`src/rtl/assert_macros.svh`:
```
// ---------------------------------------------------------------------------
// assert_macros.svh
// Assertion helpers shared by the RTL; compiled out under SYNTHESIS.
// ---------------------------------------------------------------------------
`ifndef ASSERT_MACROS_SVH
`define ASSERT_MACROS_SVH

`ifndef SYNTHESIS

// clocked check, masked while reset is asserted
`define ASSERT_RST(lbl, clk, rst_n, prop, msg) \
    lbl: assert property (@(posedge clk) disable iff (!rst_n) prop) else $error(msg);

// clocked check that also holds during reset
`define ASSERT_ALWAYS(lbl, clk, prop, msg) \
    lbl: assert property (@(posedge clk) prop) else $error(msg);

`else

`define ASSERT_RST(lbl, clk, rst_n, prop, msg)
`define ASSERT_ALWAYS(lbl, clk, prop, msg)

`endif

`endif

```
`src/rtl/enr_pkg.sv`:
```
// ---------------------------------------------------------------------------
// enr_pkg
// Fixed field widths and sequencer state codes for the nth-root block.
// ---------------------------------------------------------------------------
package enr_pkg;

    localparam int EXP_W   = 6;
    localparam int ROOT_W  = 31;
    localparam int S_DATA_W = 40;   // exponent + target, padded to bytes
    localparam int M_DATA_W = 32;   // root, padded to bytes

    localparam int STATE_W = 3;
    localparam logic [STATE_W-1:0] S_IDLE = 3'd0;
    localparam logic [STATE_W-1:0] S_MID  = 3'd1;
    localparam logic [STATE_W-1:0] S_BIT  = 3'd2;
    localparam logic [STATE_W-1:0] S_ACC  = 3'd3;
    localparam logic [STATE_W-1:0] S_SQ   = 3'd4;
    localparam logic [STATE_W-1:0] S_DONE = 3'd5;

endpackage

```
`src/rtl/enr_mul.sv`:
```
// ---------------------------------------------------------------------------
// enr_mul
// Shared multiplier with a registered product; one operation per cycle while en is high.
// ---------------------------------------------------------------------------
module enr_mul #(
    parameter int W = 31
) (
    input  logic           clk,
    input  logic           en,
    input  logic [W-1:0]   a,
    input  logic [W-1:0]   b,
    output logic [2*W-1:0] prod
);

    logic [2*W-1:0] prod_reg;

    // payload only, no reset needed
    always_ff @(posedge clk)
    begin
        if (en)
        begin
            prod_reg <= a * b;
        end
    end

    assign prod = prod_reg;

endmodule

```
`src/rtl/exact_integer_nth_root_top.sv`:
```
// ---------------------------------------------------------------------------
// exact_integer_nth_root_top
// Exact integer nth root: binary search over candidates with a saturating
// square-and-multiply power on one shared multiplier.
// ---------------------------------------------------------------------------
//
// Channel  Dir  Signals                       Payload (lowest bit up)
// s_*      in   s_tvalid s_tready s_tdata     exponent[5:0], target_value[36:6]
// m_*      out  m_tvalid m_tready m_tdata     root[30:0]
//               m_tuser                       found
//
// Search: at most 31 steps, each computing one candidate's power by
//   square-and-multiply with one multiply in flight at a time; the power
//   stops early once it saturates above the target.
// s_tready is high only while the sequencer is idle.
// A finished result sits in the output register; a stalled m_tready holds
//   the next result in S_DONE until the register frees up.
// Reset (rst_n, async, active low) clears control state only.
//
module exact_integer_nth_root_top #(
    parameter int VALUE_WIDTH = 32
) (
    input  logic                         clk,
    input  logic                         rst_n,
    input  logic                         s_tvalid,
    output logic                         s_tready,
    input  logic [enr_pkg::S_DATA_W-1:0] s_tdata,  // exponent[5:0], target_value[36:6]
    output logic                         m_tvalid,
    input  logic                         m_tready,
    output logic [enr_pkg::M_DATA_W-1:0] m_tdata,  // root[30:0], zero pad[31]
    output logic                         m_tuser   // found
);

    import enr_pkg::*;

    `include "assert_macros.svh"

    // effective target width: the field is 31 bits, further cut to VALUE_WIDTH
    localparam int TW = (VALUE_WIDTH < ROOT_W) ? VALUE_WIDTH : ROOT_W;

    logic [STATE_W-1:0] state_reg, state_next;
    logic [EXP_W-1:0]   e_reg, e_next;
    logic [EXP_W-1:0]   exp_reg, exp_next;      // remaining exponent bits
    logic [TW-1:0]      target_reg, target_next;
    logic [TW:0]        lo_reg, lo_next;        // may reach target+1
    logic [TW-1:0]      hi_reg, hi_next;
    logic [TW-1:0]      mid_reg, mid_next;
    logic [TW-1:0]      base_reg, base_next;
    logic [TW-1:0]      acc_reg, acc_next;
    logic               found_reg, found_next;
    logic               m_tvalid_reg, m_tvalid_next;
    logic [ROOT_W-1:0]  root_reg, root_next;
    logic               m_found_reg, m_found_next;

    logic               mul_en;
    logic [TW-1:0]      mul_a, mul_b;
    logic [2*TW-1:0]    prod;
    logic [TW-1:0]      mid_calc;
    logic               prod_over;
    logic [EXP_W-1:0]   exp_shr;

    enr_mul #(
        .W (TW)
    ) u_mul (
        .clk  (clk),
        .en   (mul_en),
        .a    (mul_a),
        .b    (mul_b),
        .prod (prod)
    );

    // midpoint, valid while lo <= hi
    assign mid_calc  = lo_reg[TW-1:0] + ((hi_reg - lo_reg[TW-1:0]) >> 1);
    // saturation: partial result would exceed the target
    assign prod_over = prod > {{TW{1'b0}}, target_reg};
    assign exp_shr   = exp_reg >> 1;

    always_comb
    begin
        state_next    = state_reg;
        e_next        = e_reg;
        exp_next      = exp_reg;
        target_next   = target_reg;
        lo_next       = lo_reg;
        hi_next       = hi_reg;
        mid_next      = mid_reg;
        base_next     = base_reg;
        acc_next      = acc_reg;
        found_next    = found_reg;
        m_tvalid_next = m_tvalid_reg;
        root_next     = root_reg;
        m_found_next  = m_found_reg;
        mul_en        = 1'b0;
        mul_a         = base_reg;
        mul_b         = base_reg;

        if (m_tvalid_reg && m_tready)
        begin
            m_tvalid_next = 1'b0;
        end

        unique case (state_reg)
            S_IDLE:
            begin
                if (s_tvalid)
                begin
                    e_next      = s_tdata[EXP_W-1:0];
                    target_next = s_tdata[EXP_W +: TW];
                    lo_next     = (TW+1)'(1);
                    hi_next     = s_tdata[EXP_W +: TW];
                    found_next  = 1'b0;
                    state_next  = S_MID;
                end
            end
            S_MID:
            begin
                if (lo_reg > {1'b0, hi_reg})
                begin
                    // range exhausted (or empty for a zero target)
                    found_next = 1'b0;
                    state_next = S_DONE;
                end
                else
                begin
                    mid_next   = mid_calc;
                    base_next  = mid_calc;
                    acc_next   = TW'(1);
                    exp_next   = e_reg;
                    state_next = S_BIT;
                end
            end
            S_BIT:
            begin
                if (exp_reg == '0)
                begin
                    // power complete: acc holds mid^e, never above target
                    if (acc_reg == target_reg)
                    begin
                        found_next = 1'b1;
                        state_next = S_DONE;
                    end
                    else if (acc_reg < target_reg)
                    begin
                        lo_next    = {1'b0, mid_reg} + (TW+1)'(1);
                        state_next = S_MID;
                    end
                    else
                    begin
                        hi_next    = mid_reg - TW'(1);
                        state_next = S_MID;
                    end
                end
                else if (exp_reg[0])
                begin
                    mul_en     = 1'b1;
                    mul_a      = acc_reg;
                    state_next = S_ACC;
                end
                else
                begin
                    exp_next = exp_shr;
                    if (exp_shr != '0)
                    begin
                        mul_en     = 1'b1;
                        state_next = S_SQ;
                    end
                end
            end
            S_ACC:
            begin
                if (prod_over)
                begin
                    hi_next    = mid_reg - TW'(1);
                    state_next = S_MID;
                end
                else
                begin
                    acc_next = prod[TW-1:0];
                    exp_next = exp_shr;
                    if (exp_shr != '0)
                    begin
                        mul_en     = 1'b1;
                        state_next = S_SQ;
                    end
                    else
                    begin
                        state_next = S_BIT;
                    end
                end
            end
            S_SQ:
            begin
                if (prod_over)
                begin
                    hi_next    = mid_reg - TW'(1);
                    state_next = S_MID;
                end
                else
                begin
                    base_next  = prod[TW-1:0];
                    state_next = S_BIT;
                end
            end
            S_DONE:
            begin
                if (!m_tvalid_reg || m_tready)
                begin
                    m_tvalid_next = 1'b1;
                    root_next     = found_reg ? ROOT_W'(mid_reg) : '0;
                    m_found_next  = found_reg;
                    state_next    = S_IDLE;
                end
            end
            default:
            begin
                state_next = S_IDLE;
            end
        endcase
    end

    always_ff @(posedge clk or negedge rst_n)
    begin
        if (!rst_n)
        begin
            state_reg    <= S_IDLE;
            m_tvalid_reg <= 1'b0;
        end
        else
        begin
            state_reg    <= state_next;
            m_tvalid_reg <= m_tvalid_next;
        end
    end

    // datapath registers
    always_ff @(posedge clk)
    begin
        e_reg       <= e_next;
        exp_reg     <= exp_next;
        target_reg  <= target_next;
        lo_reg      <= lo_next;
        hi_reg      <= hi_next;
        mid_reg     <= mid_next;
        base_reg    <= base_next;
        acc_reg     <= acc_next;
        found_reg   <= found_next;
        root_reg    <= root_next;
        m_found_reg <= m_found_next;
    end

    assign s_tready = (state_reg == S_IDLE);
    assign m_tvalid = m_tvalid_reg;
    assign m_tdata  = M_DATA_W'(root_reg);
    assign m_tuser  = m_found_reg;

    // a reported root is never zero, a miss always reports zero
    `ASSERT_RST(a_found_nonzero, clk, rst_n,
        (m_tvalid && m_tuser) |-> (m_tdata != '0), "found result with zero root")
    `ASSERT_RST(a_miss_zero, clk, rst_n,
        (m_tvalid && !m_tuser) |-> (m_tdata == '0), "miss result with nonzero root")
    // search bounds never cross by more than one
    `ASSERT_RST(a_bounds, clk, rst_n,
        (state_reg == S_MID) |-> (lo_reg <= {1'b0, hi_reg} + (TW+1)'(1)),
        "search bounds crossed")
    // accumulated power stays within the target between multiplies
    `ASSERT_RST(a_acc_bound, clk, rst_n,
        (state_reg == S_BIT) |-> (acc_reg <= target_reg), "power accumulator above target")
    // a pending result is not overwritten
    `ASSERT_ALWAYS(a_no_overwrite, clk,
        (rst_n && m_tvalid && !m_tready && state_reg == S_DONE)
            |=> (state_reg == S_DONE || !rst_n),
        "result overwrite while stalled")

endmodule

```
`config.mk`:
```
export PLATFORM = sky130hd
export DESIGN_NAME = exact_integer_nth_root_top
export DESIGN_NICKNAME = d
export VERILOG_FILES = /design/src/rtl/enr_pkg.sv /design/src/rtl/enr_mul.sv /design/src/rtl/exact_integer_nth_root_top.sv
export VERILOG_INCLUDE_DIRS = /design/src /design/src/rtl
export SDC_FILE = /design/constraint.sdc
export NUM_CORES = 2
export LEC_CHECK = 0
export BUFFER_PORTS_ARGS = -buffer_cell sky130_fd_sc_hd__buf_2
export CAP_MARGIN = 20
export CORE_ASPECT_RATIO = 0.8
export CORE_MARGIN = 2
export CORE_UTILIZATION = 35
export CTS_BUF_LIST = sky130_fd_sc_hd__clkbuf_4 sky130_fd_sc_hd__clkbuf_8
export DETAILED_ROUTE_END_ITERATION = 12
export PLACE_DENSITY = 0.58
export REMOVE_ABC_BUFFERS = 1
export SYNTH_ARGS = -nofsm -noshare
export SYNTH_HDL_FRONTEND = slang
export SYNTH_SLANG_ARGS = --single-unit
```
`constraint.sdc`:
```
create_clock -name clk -period 26.6 [get_ports clk]
set_input_delay 1.33 -clock clk [delete_from_list [all_inputs] [get_ports clk]]
set_output_delay 1.33 -clock clk [all_outputs]
set_load 0.01 [all_outputs]
```
==> metrics.txt <==
RSZ-0062 raised after global routing=no; Die Width=421.4 µm; Critical path buffers and inverters=3; GPL Wtd Cong=0.8835; Post-synth EDFFs=294; Residual DRC=0; Worst EP arrival=11.34 ns; CTS hold repair buffers=0; sequential share of the synthesized area=18.31%; flip-flop and latch count after synthesis=298; Avg WL per Cell=19.82 µm; # fillers=13.93k; met2 wire len=55260 µm; area leader, netlist=fa_1; first-pass GRT wire length=215200 µm; f_max=0.09160 GHz; pre-CTS setup slack=15.81 ns; Area Overhead vs Synth=6.457%; final antenna-violating net count=0; Final Max Tran Viols=0; final core utilization=37.54%; # IOs=79; drt first pass iters=5; Slew HR=33.55%; Post-Route WL=136000 µm; vias in the first global route=35.91k; Site Rows=122; share of cells above drive strength 1=6.110%; starting DRC count in detailed routing=2705; clk_skew=0.03937 ns; slowest CP cell=mux2_2; Critical Path End Type=flip-flop; final setup TNS=0 ns; Die Area=142400 µm²; CTS root buffer=clkbuf_8; most common cell after layout, fill and taps aside=inv_1; worst slew pin tran=0.9968 ns; GR Overflow Total=0; initial antenna violation count=13; vias=34.27k; Worst path top cell family by delay=adder cells; CTS clk-pin slew, worst paths=0.06 ns; gr usage total=19.58%; Startpoint Class=flip-flop; final setup fails=0; CTS tree=built; most frequent cells in the layout=inv_1 (933), fa_1 (839), and2_1 (574), nand2_1 (549), ha_1 (410); most numerous cell on the critical path=fa_1; Syn Inst Count=5029; total setup buffers inserted after CTS=0; top sig layer=met4; Resize count post-CTS=0; Initial Util=35.26%; CP max stage delay=0.95 ns; Synth area leaders=fa_1 (34%), edfxtp_1 (18%), ha_1 (11%), and2_1 (7.4%), inv_1 (7.2%); async set or reset register ratio after synthesis=1.342%; clk sinks=298; Avg Cell Area, Syn=9.698 µm²; Metal-1 WL=65780 µm; max reg flops=62; H-tree depth=2; CTS Buf Count=51; final net count=6249; largest net degree at the start of global routing=65; Final Hold Fails=0; Hold WC Path Type=in2async; Distinct cells, synth=91; CP required=27.02 ns; max cap viols=0; Tcrit/Tclk final=41.04%; crit path kind=reg2reg; shortest period the worst path allows=10.92 ns; synthesized cell area=48770 µm²; largest fanout on the critical path=64; worst skew pair latency=0.67 ns; met3 routed WL=11960 µm; Ys Warns=0; IO Port Bufs=74; Chip Height=337.9 µm; post-route worst setup slack=15.68 ns; core region area=138300 µm²; dominant synthesized flop cell=edfxtp_1; routed vias/inst=4.993; Yosys top cell area share=34.44%; result of the run=finished, final reports clean; detailed placement HPWL=103800 µm; maximum root-to-sink buffer count=3
==> Yosys cell counts (all sizes together), types with 7 or more instances <==
cell type / instances
a211oi: 12
a21o: 112
a21oi: 161
a221oi: 8
a31o: 8
a31oi: 21
and2: 575
and3: 54
and4: 9
buf: 21
clkbuf: 245
edfxtp: 294
fa: 839
ha: 410
inv: 933
mux2: 37
nand2: 551
nand2b: 19
nand3: 46
nand4: 29
nor2: 148
nor2b: 19
nor3: 43
nor4: 16
o211ai: 11
o21a: 50
o21ai: 84
o21bai: 16
or3: 14
or4: 7
xnor2: 99
xor2: 60
==> worst reg2reg max path: cells and delay by family, from the launching register on <==
| family | cells | cell delay (ns) |
|---|---|---|
| buf+inv | 3 | 0.97 |
| flops | 1 | 0.65 |
| mux | 1 | 1.02 |
| xor+xnor | 1 | 0.16 |
| simple gates | 8 | 1.92 |
| compound gates | 4 | 1.32 |
| fa+ha+maj | 9 | 4.66 |
==> area by class of cell <==
| cell class | count | area, µm² | area share [%] |
|---|---|---|---|
| Antenna cell | 11 | 27.53 | 0.05302 |
| Clock buffer | 68 | 854.6 | 1.646 |
| Clock inverter | 21 | 100.1 | 0.1928 |
| Inverter | 934 | 3506 | 6.752 |
| Multi-Input combinational cell | 3531 | 35310 | 68.01 |
| Sequential cell | 298 | 8929 | 17.20 |
| Tap cell | 1860 | 2327 | 4.482 |
| Timing Repair Buffer | 140 | 863.3 | 1.663 |
==> through the flow <==
stage	std cells	hold WS, ns	instance area (µm²)
after floorplan	4763	0.4958	47710
after global placement	6762	0.5114	50930
after detailed placement	6763	0.5238	50940
after CTS	6852	0.4406	51890
after global routing	6857	0.4526	51900
final	6863	0.4878	51920
==> layer usage <==
layer	GRT usage, %	up-vias
met5	0	-
met4	4.149	0
met3	4.302	135
met2	28.32	1174
met1	29.74	17421
li1	-	15537
==> final timing paths <==
check	endpoint	from	slack [ns]	cells past startpoint
worst max-delay path	u_mul.prod[58]$_DFFE_PP_	state_reg[2]$_DFFE_PN0P_	15.68	26
min in group clk	exp_reg[0]$_DFFE_PP_	e_reg[0]$_DFFE_PP_	0.53	2
worst min register to register	exp_reg[0]$_DFFE_PP_	e_reg[0]$_DFFE_PP_	0.53	2
worst min-delay path	m_tvalid$_DFF_PN0_	rst_n	0.49	1
worst max register to register	u_mul.prod[58]$_DFFE_PP_	state_reg[2]$_DFFE_PN0P_	15.68	26
max in group asynchronous	state_reg[1]$_DFFE_PN0P_	rst_n	25.96	1
==> kinds of logic (layout without fill, tap and decap cells) <==
logic type / Yosys count / in the layout / share of synthesized area, %
AO/OA/AOI/OAI: 542 / 542 / 7.460
XOR/XNOR: 159 / 159 / 2.855
flip-flops: 298 / 298 / 18.31
adder cells (fa/ha/maj): 1249 / 1249 / 44.96
multiplexers: 38 / 38 / 0.8748
AND/OR/NAND/NOR: 1542 / 1542 / 16.17
other: 1 / 12 / 0.007689
buffers and inverters: 1200 / 1163 / 9.364
Power is not shown: default switching activity piles up to over one toggle a cycle in this logic, so the estimate is an artifact.
